`src/sv/bcsc_pkg.sv`:
```
`default_nettype none

package bcsc_pkg;

	// Width of the width and height fields, 4 fraction bits
	localparam int DIM_BITS = 16;

	// Default coordinate width, 4 fraction bits
	localparam int COORD_BITS_DEF = 20;

	localparam int SIDE_BITS = 3;

	typedef enum logic [SIDE_BITS-1:0] {
		SIDE_NONE   = 3'd0,
		SIDE_RIGHT  = 3'd1,
		SIDE_LEFT   = 3'd2,
		SIDE_TOP    = 3'd3,
		SIDE_BOTTOM = 3'd4
	} side_t;

endpackage

`default_nettype wire

```
`src/sv/box_collision_side_classifier.sv`:
```
`default_nettype none

// Box contact side classifier.
// Give one pair of boxes per word on the command channel: a word is taken at
// the rising edge where start is high and busy is low. busy is tied low, so a
// new pair may be offered in every cycle and the block sustains one word per
// clock.
// Each pair yields exactly one result: contact_side is shown for a single
// cycle with done high once the word has passed the input capture register
// and the result register, and is taken by the receiver at the edge that
// ends that cycle. The path runs through two register stages: input capture,
// then the right and bottom edge sums and the pattern compare network into
// the result register. The receiver cannot stall; results are not held, so it
// must take each one in the cycle that done is high.
// Coordinates are signed with 4 fraction bits, COORD_BITS wide; widths and
// heights are unsigned 16-bit with 4 fraction bits. All sums and depths are
// exact.
// Reset (arst_n low) clears the valid flag and the result strobe, so no result
// appears from words in flight at reset; the data registers are not reset.
module box_collision_side_classifier #(
	parameter int COORD_BITS = bcsc_pkg::COORD_BITS_DEF
) (
	input  wire logic                             clk,
	input  wire logic                             arst_n,
	input  wire logic                             start,
	output logic                                  busy,
	input  wire logic signed [COORD_BITS-1:0]     first_left,
	input  wire logic signed [COORD_BITS-1:0]     first_top,
	input  wire logic [bcsc_pkg::DIM_BITS-1:0]    first_width,
	input  wire logic [bcsc_pkg::DIM_BITS-1:0]    first_height,
	input  wire logic signed [COORD_BITS-1:0]     second_left,
	input  wire logic signed [COORD_BITS-1:0]     second_top,
	input  wire logic [bcsc_pkg::DIM_BITS-1:0]    second_width,
	input  wire logic [bcsc_pkg::DIM_BITS-1:0]    second_height,
	output logic                                  done,
	output logic [bcsc_pkg::SIDE_BITS-1:0]        contact_side
);

	localparam int MAXB = (COORD_BITS > bcsc_pkg::DIM_BITS) ? COORD_BITS : bcsc_pkg::DIM_BITS;
	// Edge width: holds every right/bottom edge and every depth exactly
	localparam int EW = MAXB + 2;
	localparam int CX = EW - COORD_BITS;
	localparam int DX = EW - bcsc_pkg::DIM_BITS;

	logic accept;
	assign busy   = 1'b0;
	assign accept = start && !busy;

	// Stage 1: capture the input word
	logic                                valid_s1;
	logic signed [COORD_BITS-1:0]        l1_s1, t1_s1, l2_s1, t2_s1;
	logic [bcsc_pkg::DIM_BITS-1:0]       w1_s1, h1_s1, w2_s1, h2_s1;

	always_ff @(posedge clk or negedge arst_n) begin
		if (!arst_n) begin
			valid_s1 <= 1'b0;
		end else begin
			valid_s1 <= accept;
		end
	end

	always_ff @(posedge clk) begin
		if (accept) begin
			l1_s1 <= first_left;
			t1_s1 <= first_top;
			w1_s1 <= first_width;
			h1_s1 <= first_height;
			l2_s1 <= second_left;
			t2_s1 <= second_top;
			w2_s1 <= second_width;
			h2_s1 <= second_height;
		end
	end

	// Extend to edge width
	logic signed [EW-1:0] l1_x, t1_x, l2_x, t2_x;
	logic signed [EW-1:0] w1_x, h1_x, w2_x, h2_x;

	assign l1_x = {{CX{l1_s1[COORD_BITS-1]}}, l1_s1};
	assign t1_x = {{CX{t1_s1[COORD_BITS-1]}}, t1_s1};
	assign l2_x = {{CX{l2_s1[COORD_BITS-1]}}, l2_s1};
	assign t2_x = {{CX{t2_s1[COORD_BITS-1]}}, t2_s1};
	assign w1_x = {{DX{1'b0}}, w1_s1};
	assign h1_x = {{DX{1'b0}}, h1_s1};
	assign w2_x = {{DX{1'b0}}, w2_s1};
	assign h2_x = {{DX{1'b0}}, h2_s1};

	// Form right and bottom edges
	logic signed [EW-1:0] r1_x, b1_x, r2_x, b2_x;

	assign r1_x = l1_x + w1_x;
	assign b1_x = t1_x + h1_x;
	assign r2_x = l2_x + w2_x;
	assign b2_x = t2_x + h2_x;

	// Classify the pair
	bcsc_pkg::side_t side_c;

	bcsc_classify #(
		.EW (EW)
	) u_classify (
		.l1   (l1_x),
		.t1   (t1_x),
		.r1   (r1_x),
		.b1   (b1_x),
		.l2   (l2_x),
		.t2   (t2_x),
		.r2   (r2_x),
		.b2   (b2_x),
		.side (side_c)
	);

	// Result register: strobe for one cycle
	logic                          done_q;
	logic [bcsc_pkg::SIDE_BITS-1:0] side_q;

	always_ff @(posedge clk or negedge arst_n) begin
		if (!arst_n) begin
			done_q <= 1'b0;
		end else begin
			done_q <= valid_s1;
		end
	end

	always_ff @(posedge clk) begin
		if (valid_s1) begin
			side_q <= side_c;
		end
	end

	assign done         = done_q;
	assign contact_side = side_q;

endmodule

`default_nettype wire

```
`src/sv/bcsc_classify.sv`:
```
`default_nettype none

module bcsc_classify #(
	parameter int EW = 22
) (
	input  wire logic signed [EW-1:0] l1,
	input  wire logic signed [EW-1:0] t1,
	input  wire logic signed [EW-1:0] r1,
	input  wire logic signed [EW-1:0] b1,
	input  wire logic signed [EW-1:0] l2,
	input  wire logic signed [EW-1:0] t2,
	input  wire logic signed [EW-1:0] r2,
	input  wire logic signed [EW-1:0] b2,
	output bcsc_pkg::side_t           side
);

	// Penetration depths used by the tie-breaking patterns
	logic signed [EW-1:0] dep_b2t1;
	logic signed [EW-1:0] dep_b1t2;
	logic signed [EW-1:0] dep_r1l2;
	logic signed [EW-1:0] dep_r2l1;

	assign dep_b2t1 = b2 - t1;
	assign dep_b1t2 = b1 - t2;
	assign dep_r1l2 = r1 - l2;
	assign dep_r2l1 = r2 - l1;

	// Strict and non-strict edge orderings shared by the patterns
	logic h_a_lt, h_a_le, h_b_lt, h_b_le;
	logic v_a_lt, v_a_le, v_b_lt, v_b_le;
	logic hs_a, hs_b;
	logic vs_a, vs_b;

	// first box enters from the left / right
	assign h_a_lt = (l1 < l2) && (l2 < r1) && (r1 < r2);
	assign h_a_le = (l1 <= l2) && (l2 <= r1) && (r1 <= r2);
	assign h_b_lt = (l2 < l1) && (l1 < r2) && (r2 < r1);
	assign h_b_le = (l2 <= l1) && (l1 <= r2) && (r2 <= r1);
	// second box top inside first / first top inside second
	assign v_a_lt = (t1 < t2) && (t2 < b2) && (b2 < b1);
	assign v_a_le = (t1 <= t2) && (t2 <= b1) && (b1 <= b2);
	assign v_b_lt = (t2 < t1) && (t1 < b1) && (b1 < b2);
	assign v_b_le = (t2 <= t1) && (t1 <= b2) && (b2 <= b1);
	// vertical entries
	assign vs_a = (t2 < t1) && (t1 < b2) && (b2 < b1);
	assign vs_b = (t1 < t2) && (t2 < b1) && (b1 < b2);
	// horizontal spans
	assign hs_a = (l2 < l1) && (l1 < r1) && (r1 < r2);
	assign hs_b = (l1 < l2) && (l2 < r2) && (r2 < r1);

	// Take the first matching pattern in priority order
	always_comb begin
		side = bcsc_pkg::SIDE_NONE;
		if (h_a_lt && v_a_lt) begin
			side = bcsc_pkg::SIDE_RIGHT;
		end else if (h_a_lt && v_b_lt) begin
			side = bcsc_pkg::SIDE_RIGHT;
		end else if (h_a_le && v_b_le) begin
			side = (dep_b2t1 > dep_r1l2) ? bcsc_pkg::SIDE_RIGHT : bcsc_pkg::SIDE_TOP;
		end else if (h_a_le && v_a_le) begin
			side = (dep_b1t2 > dep_r1l2) ? bcsc_pkg::SIDE_RIGHT : bcsc_pkg::SIDE_BOTTOM;
		end else if (h_b_lt && v_a_lt) begin
			side = bcsc_pkg::SIDE_LEFT;
		end else if (h_b_lt && v_b_lt) begin
			side = bcsc_pkg::SIDE_LEFT;
		end else if (h_b_le && v_b_le) begin
			side = (dep_b2t1 > dep_r2l1) ? bcsc_pkg::SIDE_LEFT : bcsc_pkg::SIDE_TOP;
		end else if (h_b_le && v_a_le) begin
			side = (dep_b1t2 > dep_r2l1) ? bcsc_pkg::SIDE_LEFT : bcsc_pkg::SIDE_BOTTOM;
		end else if (vs_a && hs_a) begin
			side = bcsc_pkg::SIDE_TOP;
		end else if (vs_a && hs_b) begin
			side = bcsc_pkg::SIDE_TOP;
		end else if (vs_b && hs_a) begin
			side = bcsc_pkg::SIDE_BOTTOM;
		end else if (vs_b && hs_b) begin
			side = bcsc_pkg::SIDE_BOTTOM;
		end
	end

endmodule

`default_nettype wire
```
`config.mk`:
```
export PLATFORM = sky130hd
export DESIGN_NAME = box_collision_side_classifier
export DESIGN_NICKNAME = d
export VERILOG_FILES = /design/src/sv/bcsc_pkg.sv /design/src/sv/box_collision_side_classifier.sv /design/src/sv/bcsc_classify.sv
export SDC_FILE = /design/constraint.sdc
export NUM_CORES = 1
export LEC_CHECK = 0
export ABC_AREA = 1
export BUFFER_PORTS_ARGS = -buffer_cell sky130_fd_sc_hd__buf_2
export CAP_MARGIN = 20
export CORE_ASPECT_RATIO = 0.5
export CORE_UTILIZATION = 67
export DETAILED_ROUTE_END_ITERATION = 7
export PLACE_DENSITY = 0.88
export SLEW_MARGIN = 20
export SYNTH_ARGS = -nofsm -noshare
export SYNTH_HDL_FRONTEND = slang
export SYNTH_SLANG_ARGS = --single-unit
export TNS_END_PERCENT = 10
```
`constraint.sdc`:
```
create_clock -name clk -period 9.03 [get_ports clk]
set_clock_uncertainty 0.1 [all_clocks]
set_input_delay 0.903 -clock clk [delete_from_list [all_inputs] [get_ports clk]]
set_output_delay 0.903 -clock clk [all_outputs]
set_load 0.01 [all_outputs]
```
# --- Yosys cells after proc, flatten, opt, wreduce, memory -nomap -nowiden ---
# Index checks and enable logic that the tools add are counted.
word_totals:
  regBits: 149
  input_bits: 147
  output_inout_bits: 5
  elab_cells: 102
classes:
  add_sub_neg: 8
  magnitude_cmp: 32
  muxes: 14
  n_reduce_logical: 37
op_table:
  columns: ["op", "count"]
  rows:
  - ["< comparator 20 x 21 -> 1 bit", 8]
  - ["> comparator 22 bit", 4]
  - ["subtractor 21 x 20 -> 22 bit", 4]
  - ["adder 20 x 17 -> 21 bit", 4]
  - ["<= comparator 20 x 21 -> 1 bit", 4]
  - ["<= comparator 21 bit", 4]
  - ["< comparator 21 bit", 4]
  - ["<= comparator 20 bit", 4]
  - ["< comparator 20 bit", 4]
  - ["logical AND 1 bit", 36]
  - ["two-way mux 3 bit", 12]
  - ["two-way mux 2 bit", 1]
  - ["OR reduction 2 bit", 1]
  - ["two-way mux 1 bit", 1]

# --- Logic depth before layout (Yosys ltp) ---
# Gate-level depths: netlist of run 1.
logic_depth:
  word_depth: 15
  depth_mapped: 38
  ltp_nobuf: 38

# --- Modules after synthesis ---
# Synthesis of run 1 repeated with hierarchy kept, for this count alone.
unflattened:
  hier_cells: 2985
  area_unflattened_um2: 20933.8
by_module_without_submodules:
  columns: ["module", "n_inst", "cells_each", "area_per_inst_um2", "seq_area_each_um2"]
  rows:
  - ["bcsc_classify", 1, 1950, 11996.5, 0.0]
  - ["box_collision_side_classifier", 1, 1035, 8937.3, 4464.3]

# --- Least setup slack after synthesis of run 1 ---
# Ideal clock, no wire load.
synth_timing:
  kind: "register to register"
  from: "register t1_s1[1]"
  to: "register side_q (netlist bit contact_side[2]) (data pin)"
  setup_ps: 256
  arrival_time_ps: 4716
  required_ps: 8674
  setup_slack_ps: 3958
  stages_incl_launch_ff: 34
  path_buffers: 0
  period_less_slack_ps: 5072
  path_cell_list: "edfxtp_1 ha_1 a21oi_1 o21ai_1 a21oi_1 o21bai_1 a21o_1 a21oi_1 o21ai_1 nand3_1 nand2_1 nand2_1 nand2_1 a21oi_1 o21bai_1 a21oi_1 nor2_1 ha_1 ha_1 nand2_1 nor4_1 nand4_1 nand3_1 xor2_1 ha_1 nand2_1 nor2_1 nand2_1 a21oi_1 a41oi_1 nand4_1 nand2_1 nor2_1 a21boi_1"
synth_via:
  elab_chain_cells: 15
  elab_cells_between_ends: 54
  classes_between: "2 x add/sub; 15 x order compare; 12 x mux; 25 x reduce/logical"
synth_lines:
  columns: ["element", "line_no", "source"]
  rows:
  - ["start: declaration", "box_collision_side_classifier.sv:51", "logic signed [COORD_BITS-1:0] l1_s1, t1_s1, l2_s1, t2_s1;"]
  - ["start signal: assignment", "box_collision_side_classifier.sv:65", "t1_s1 <= first_top;"]
  - ["branches (longest 15 deep; another with subtractor 21 x 20 -> 22 bit)", null, null]
  - ["end signal: assignment", "box_collision_side_classifier.sv:127", "side_q <= side_c;"]
  - ["end: declaration", "box_collision_side_classifier.sv:115", "logic [bcsc_pkg::SIDE_BITS-1:0] side_q;"]
# Several ways; the timed one is not identified.
# A chain may end at the register's enable or synchronous reset.

# --- Worst setup path after layout of run 1 ---
layout_timing:
  from: "register t1_s1[0]"
  to: "register side_q (netlist bit contact_side[1]) (data pin)"
layout_via:
  elab_chain_cells: 14
  elab_cells_between_ends: 53
  classes_between: "3 x add/sub; 15 x order compare; 11 x mux; 24 x reduce/logical"
layout_lines:
  columns: ["element"]
  rows:
  - ["branches (longest 14 deep; another with subtractor 21 x 20 -> 22 bit)"]
# Several ways; the timed one is not identified.

==> results of run 1 <==
==> cell families after synthesis <==
| kind of cell | Yosys count | synth area share (%) |
|---|---|---|
| compound gates | 430 | 13.7 |
| xor+xnor | 136 | 6.70 |
| fa+ha+maj | 389 | 27.7 |
| buf+inv | 325 | 6.89 |
| flops | 149 | 25.1 |
| other cells | 1 | 0.0211 |
| simple gates | 795 | 19.9 |
==> final cells by class <==
cell class              instances  share of cell area, %
clock buffers                  17                   2.18
repair buffers                151                   3.92
flip-flops and latches        149                   22.9
clock inverters                15                  0.610
inverters                     322                   6.20
multi-input cells            1751                   62.0
well taps                     344                   2.21
==> worst max-delay path: cells and delay by family (launching register included) <==
kind	cells	cell delay (ns)
and+or+nand+nor	20	2.42
adders and majority gates	4	1.40
AOI/OAI and AO/OA	6	0.86
buffers and inverters	5	0.46
DFF	1	0.41
xor gates and xnor gates	1	0.29
==> registers in the layout, summed over array words and instances, names as in the netlist, 3 cells and up <==
name,flops
l1_s1,20
l2_s1,20
t1_s1,20
t2_s1,20
h1_s1,16
h2_s1,16
w1_s1,16
w2_s1,16
contact_side,3
==> power by group through the flow <==
stage                     sequential (W)  combinational (W)  clock, W
final                           0.000885            0.00367  0.000687
after global routing            0.000889            0.00410  0.000714
after CTS                       0.000882            0.00357  0.000693
after detailed placement        0.000895            0.00353         0
after global placement          0.000895            0.00342         0
after floorplan                 0.000876            0.00263         0
==> final timing paths <==
path                       cells after the start                       endpoint  slack (ns)          startpoint
max                                           36  contact_side[1]$_SDFFCE_PP0P_        2.84  t1_s1[0]$_DFFE_PP_
min                                            1                 done$_DFF_PN0_        0.09              arst_n
max reg2reg                                   36  contact_side[1]$_SDFFCE_PP0P_        2.84  t1_s1[0]$_DFFE_PP_
min reg2reg                                    0                 done$_DFF_PN0_        0.41  valid_s1$_DFF_PN0_
max in group asynchronous                      1             valid_s1$_DFF_PN0_        8.64              arst_n
min in group clk                               0                 done$_DFF_PN0_        0.41  valid_s1$_DFF_PN0_
==> cell usage after synthesis (all sizes together) (5+ instances only) <==
master / number / share of area, %
nand2: 437 / 9.7
nor2: 127 / 2.8
a21o: 14 / 0.59
a31o: 5 / 0.25
o21ai: 98 / 2.9
edfxtp: 147 / 25
xor2: 85 / 4.2
nor3: 27 / 0.82
a31oi: 12 / 0.42
nand3: 126 / 3.8
o21bai: 10 / 0.42
fa: 8 / 0.90
a21oi: 243 / 6.9
o211ai: 9 / 0.38
inv: 322 / 6.8
nor4: 13 / 0.46
o221ai: 8 / 0.39
xnor2: 51 / 2.5
nand3b: 7 / 0.30
ha: 381 / 27
a211oi: 7 / 0.30
nand4: 47 / 1.7
and2: 5 / 0.18
==> through the flow <==
step           std cells  utilization, %
4_1_cts             2749            76.2
5_1_grt             2749            76.2
3_3_place_gp        2717            74.0
2_1_floorplan       2225               -
3_5_place_dp        2717            74.0
6_report            2749            76.2
==> metal layers <==
layer	vias to the layer above	GRT usage (%)	share of wire, %
met2	827	58.8	43
met4	0	15.6	3.8
met3	127	5.79	8.9
met1	7689	50.3	44
met5	-	0	0
li1	8089	-	-
==> impl_metrics.py, run 1 <==
metrics = {
    "layout": {
        "syn_to_layout_area_delta_pct": 9.69,
        "layout.cells.most_common": "nand2_1",
        "multi_input_comb_area_um2": 12100,
        "fill_cells": 1858,
        "final_cell_mix": "nand2_1 (409), ha_1 (381), inv_1 (321)",
        "seq_area_um2": 4460,
        "finalInstanceArea_um2": 19500,
        "design.final.nets": 2928,
        "antenna-diode-count": 0,
        "drive_above_1_share_pct": 10.1,
    },
    "status": {
        "run_status": "completed",
    },
    "logic_synthesis": {
        "synth_fp_nets": 2761,
        "synth_seq_area_share_pct": 25.1,
        "synth_async_sr_flop_share_pct": 1.34,
        "synthesis.instances": 2225,
        "most_used_flip_flop_cell_after_synthesis": "edfxtp_1",
        "yosys_register_bits": 149,
        "synthesis.area_per_instance_um2": 7.99,
        "mappedNetlistArea_um2": 17800,
        "ys_warns": 0,
        "number_of_enable_type_register_cells_in_the_synthesized_netlist": 147,
        "synth_cell_types": 56,
    },
    "place": {
        "place_hpwl_um": 40900,
        "dp_worst_setup_slack_ns": 3.04,
        "globalplace.congestion": 1.04,
        "placement.cell_area_um2": 19000,
        "numPortBuffers": 150,
    },
    "routing": {
        "routed-via-count": 16732,
        "drc_errors": 0,
        "drt-total-wl_um": 49600,
        "avgRoutedWirePerCell_um": 18.0,
        "drt.antenna.violating_nets": 0,
        "drt-vias-per-instance": 6.09,
        "drt_pass1_iterations": 6,
        "drc_violation_total_after_the_first_tritonroute_iteration": 1688,
    },
    "sta": {
        "rsz0062_at_grt": "false",
        "timing.final.crit_period_ns": 6.19,
        "report.final.hold_viol_count": 0,
        "fmaxAchievable_mhz": 162,
        "timing.hold.ws_ns": 0.0949,
        "post-route-period-util_pct": 68.5,
        "report.final.slew_viol_count": 0,
        "max_slew_margin_pct": 41.5,
        "setup-tns-final_ns": 0,
        "worst-slew-pin-transition_ns": 0.866,
        "setup_slack_ns": 2.84,
        "final_number_of_setup_violating_endpoints": 0,
    },
    "critical_path": {
        "slowest_stage_delay_cp_ns": 0.44,
        "timing.setup.critical_path_class": "flop to flop",
        "worstSetupStartpointType": "flop",
        "crit_path_dat_ns": 6.30,
        "crit_path_max_fanout": 4,
        "worst_path_most_repeated_cell": "nand2_1",
        "end_kind": "flop",
        "critPathRequiredTime_ns": 9.15,
        "timing.critical_path.slowest_stage_cell": "fa_1",
    },
    "power": {
        "fraction_of_power_consumed_by_sequential_logic_pct": 16.9,
        "p_clk_share_pct": 13.1,
        "power.combinational.fraction_pct": 70.0,
        "leakage_power_of_the_design_nw": 10.1,
        "power-per-cell-area_nw_per_um2": 269,
        "cell_internal_pwr_w": 0.00255,
        "power_dissipated_by_switching_net_loads_w": 0.00269,
        "fin_total_pwr_w": 0.00524,
        "worst_ir_drop_vdd_uv": 206,
        "swShare_pct": 51.4,
    },
    "floorplan": {
        "initial_core_utilization_pct": 69.4,
        "dieArea_um2": 27200,
        "die-width_um": 232,
        "floorplan.die.height_um": 117,
        "io-pin-count": 152,
        "core.rowCount": 41,
        "fp.coreArea_um2": 25600,
    },
    "cts": {
        "clock_network_latency_to_the_later_pin_of_the_worst_skew_pair_ns": 0.47,
        "post-cts-setup-buffer-count": 0,
        "tritoncts": "yes",
        "cts_buffers": 17,
        "clk_path_buf_depth": 2,
        "cts_resized": 0,
        "post_cts_hold_buffer_count": 0,
        "root_buffer": "clkbuf_16",
        "cts_max_level": 4,
        "cts.sinks": 149,
        "clkSlewWorstSetupHoldPaths_ns": 0.07,
    },
    "global_route": {
        "overflow": 0,
        "antenna_violations_before_repair": 0,
        "grt_first_pass_wirelength_um": 77500,
        "vias_in_the_first_global_route": 15674,
        "globalRouteTotalUtil_pct": 36.9,
        "grt_start_max_net_pins": 78,
    },
    "run": {
        "cap_violations": 0,
    },
    "min_path": {
        "timing.hold.worst.class": "input pin to async pin",
    },
}
Power figures use the tool's default switching activity.
==> run 2, diff against run 1 <==
ABC_AREA = 0   (was 1)
CORE_UTILIZATION = 56   (was 67)
PLACE_DENSITY = 0.79   (was 0.88)
clock period = 5.5 ns   (was 9.03 ns; I/O delays follow)
==> run 2 against run 1 <==
  * The flow now finishes with violations (setup timing)
  * Critical path depth fell by 4
  * Utilization rose by 1.9 points
  * Clock-buffer cell count did not move
  * Synthesized cell count fell by 15%
  * Via count rose by 6.5%
  * Die area rose by 17%
  * First-iteration DRC count fell by 1.6%
  * Register-to-register slack got worse by 3.3 ns
  * Critical endpoint unchanged
  * Largest cell class unchanged
==> impl_metrics.py, run 2 <==
metrics = {
    "floorplan": {
        "core.rowCount": 45,
        "dieArea_um2": 32000,
        "die-width_um": 252,
        "io-pin-count": 152,
        "initial_core_utilization_pct": 57.3,
        "floorplan.die.height_um": 127,
        "fp.coreArea_um2": 30500,
    },
    "routing": {
        "drt-total-wl_um": 57000,
        "routed-via-count": 17813,
        "drt-vias-per-instance": 6.00,
        "drt_pass1_iterations": 6,
        "avgRoutedWirePerCell_um": 19.2,
        "drt.antenna.violating_nets": 0,
        "drc_violation_total_after_the_first_tritonroute_iteration": 1661,
        "drc_errors": 0,
    },
    "logic_synthesis": {
        "most_used_flip_flop_cell_after_synthesis": "edfxtp_1",
        "number_of_enable_type_register_cells_in_the_synthesized_netlist": 147,
        "netlist_top_cells_count": "ha_1 (381), inv_1 (201), a21oi_1 (159)",
        "synth_async_sr_flop_share_pct": 1.34,
        "yosys.area.top_type": "ha_1",
        "yosys_register_bits": 149,
        "synth_cell_types": 84,
        "netlist.area_leader.share_pct": 27.3,
        "synthesis.area_per_instance_um2": 9.27,
        "most_frequently_used_cell_type_in_the_post_synthesis_netlist": "ha_1",
        "ys_warns": 0,
        "synth_fp_nets": 2422,
        "mappedNetlistArea_um2": 17500,
        "synthesis.instances": 1886,
        "synth_seq_area_share_pct": 25.5,
        "synthTopCellsByArea": "ha_1 (27%), edfxtp_1 (25%), xnor2_1 (4.7%)",
    },
    "cts": {
        "tritoncts": "yes",
        "clock_network_latency_to_the_later_pin_of_the_worst_skew_pair_ns": 0.47,
        "cts_buffers": 17,
        "cts_max_level": 4,
        "root_buffer": "clkbuf_16",
        "clkSlewWorstSetupHoldPaths_ns": 0.08,
        "clk_path_buf_depth": 2,
        "cts.sinks": 149,
    },
    "layout": {
        "layout.cells.most_common": "buf_4",
        "final_cell_mix": "buf_4 (478), ha_1 (368), inv_1 (199)",
        "finalCoreUtilization_pct": 78.1,
        "finalInstanceArea_um2": 23800,
        "antenna-diode-count": 0,
        "syn_to_layout_area_delta_pct": 36.2,
        "drive_above_1_share_pct": 33.2,
        "design.final.nets": 3068,
    },
    "critical_path": {
        "crit_path_dat_ns": 6.12,
        "critical_path.top_delay_family": "compound AO/OA/AOI/OAI gates",
        "worstSetupStartpointType": "flop",
        "end_kind": "flop",
        "timing.setup.critical_path_class": "flop to flop",
        "worst_path_most_repeated_cell": "a21oi_2",
        "slowest_stage_delay_cp_ns": 0.41,
        "critPathRequiredTime_ns": 5.62,
        "timing.critical_path.slowest_stage_cell": "edfxtp_1",
        "cp.buffers_inverters": 1,
        "crit_path_max_fanout": 3,
    },
    "global_route": {
        "grt_start_max_net_pins": 95,
        "globalRouteTotalUtil_pct": 34.1,
        "vias_in_the_first_global_route": 17229,
        "grt_first_pass_wirelength_um": 85800,
        "overflow": 0,
        "antenna_violations_before_repair": 0,
    },
    "sta": {
        "setup_slack_ns": -0.497,
        "timing.hold.ws_ns": 0.149,
        "report.final.hold_viol_count": 0,
        "report.final.slew_viol_count": 0,
        "post-route-period-util_pct": 109,
        "fmaxAchievable_mhz": 167,
        "timing.final.crit_period_ns": 6.00,
        "final_number_of_setup_violating_endpoints": 3,
        "max_slew_margin_pct": 41.4,
        "worst-slew-pin-transition_ns": 0.880,
        "rsz0062_at_grt": "true",
    },
    "place": {
        "globalplace.congestion": 0.955,
        "place_hpwl_um": 44300,
        "placement.cell_area_um2": 22200,
        "numPortBuffers": 150,
    },
    "status": {
        "violated_checks": "setup timing",
        "run_status": "complete, but fails checks",
    },
    "power": {
        "worst_ir_drop_vdd_uv": 357,
        "fraction_of_power_consumed_by_sequential_logic_pct": 13.1,
        "leakage_power_of_the_design_nw": 11.7,
        "power-per-cell-area_nw_per_um2": 460,
        "power.combinational.fraction_pct": 75.8,
        "fin_total_pwr_w": 0.0110,
        "p_clk_share_pct": 11.1,
        "cell_internal_pwr_w": 0.00608,
        "power_dissipated_by_switching_net_loads_w": 0.00487,
        "swShare_pct": 44.5,
    },
    "run": {
        "cap_violations": 0,
    },
    "min_path": {
        "timing.hold.worst.class": "input pin to flop",
    },
}
-- run 2: changes by cell type after synthesis, moves of 29 or more --
cell and change:
a21o_1 +66, a21oi_1 -81, inv_1 -120, nand2_1 -321, nand2b_1 +44, nand3_1 -87, nor2_1 -39, nor2b_1 +44
o21a_1 +29, xnor2_1 +42, xor2_1 -38
-- run 2: stage by stage --
step | std cells | TNS [ns] | setup slack (ns)
after global placement | 2899 | -1.71 | -0.690
final | 2968 | -1.39 | -0.497
after detailed placement | 2899 | -2.07 | -0.828
after CTS | 2947 | -1.34 | -0.467
after global routing | 2968 | -2.15 | -0.734
after floorplan | 1886 | -0.0633 | -0.0429
-- run 2: worst reg2reg max path, delay by kind of cell, from the launching register on --
kind / cells / cell delay, ns
simple gates: 7 / 0.97
xor+xnor: 2 / 0.30
flops: 1 / 0.41
compound gates: 17 / 2.29
fa+ha+maj: 5 / 1.50
buf+inv: 1 / 0.16
-- run 2: kinds of logic (layout without fill, tap and decap cells) --
logic type | after synthesis | count (layout) | share of synthesized area [%]
compound gates | 550 | 550 | 20.9
simple gates | 441 | 441 | 13.3
fa+ha+maj | 393 | 393 | 28.4
buf+inv | 206 | 865 | 4.44
flops | 149 | 149 | 25.5
xor+xnor | 141 | 141 | 7.17
mux | 5 | 5 | 0.315
other cells | 1 | 1 | 0.0214
-- run 2: worst paths after layout --
path                                          from                             to  slack [ns]  cells past startpoint
worst max-delay path            t1_s1[1]$_DFFE_PP_  contact_side[1]$_SDFFCE_PP0P_       -0.50                     32
worst min-delay path                first_width[1]             w1_s1[1]$_DFFE_PP_        0.15                      1
worst max register to register  t1_s1[1]$_DFFE_PP_  contact_side[1]$_SDFFCE_PP0P_       -0.50                     32
worst min register to register  valid_s1$_DFF_PN0_                 done$_DFF_PN0_        0.40                      0
max in group asynchronous                   arst_n                 done$_DFF_PN0_        4.92                      2
min in group asynchronous                   arst_n             valid_s1$_DFF_PN0_        0.28                      2
-- run 2: per-layer routing --
| metal | vias to the layer above | track usage (%) | share of wire [%] |
|---|---|---|---|
| met2 | 805 | 56.7 | 46 |
| met4 | 0 | 11.6 | 3.2 |
| met1 | 8518 | 45.9 | 44 |
| li1 | 8344 | - | - |
| met3 | 146 | 4.54 | 7.3 |
| met5 | - | 0 | 0 |
-- run 2: area by class of cell --
cell class                 instances  area [um2]
multi-input combinational       1531       13100
fill                            2013        6700
sequential                       149        4460
timing repair buffer             632        4390
inverter                         201         754
tap                              423         529
clock buffer                      17         425
clock inverter                    15         159
-- run 2: power by group through the flow --
stage	Clock, W	Combinational, W	Sequential, W
2_1_floorplan	0	0.00430	0.00144
3_3_place_gp	0	0.00718	0.00145
3_5_place_dp	0	0.00739	0.00146
4_1_cts	0.00122	0.00768	0.00143
5_1_grt	0.00127	0.00902	0.00144
6_report	0.00122	0.00830	0.00144
-- run 2: repair_timing --
item	4_1_cts	5_1_grt
resized for setup	53	118
pin swaps	43	111
setup endpoints to repair	3	3
setup buffers	15	21
hold buffers	1	0
endpoints found under the hold margin	2	0
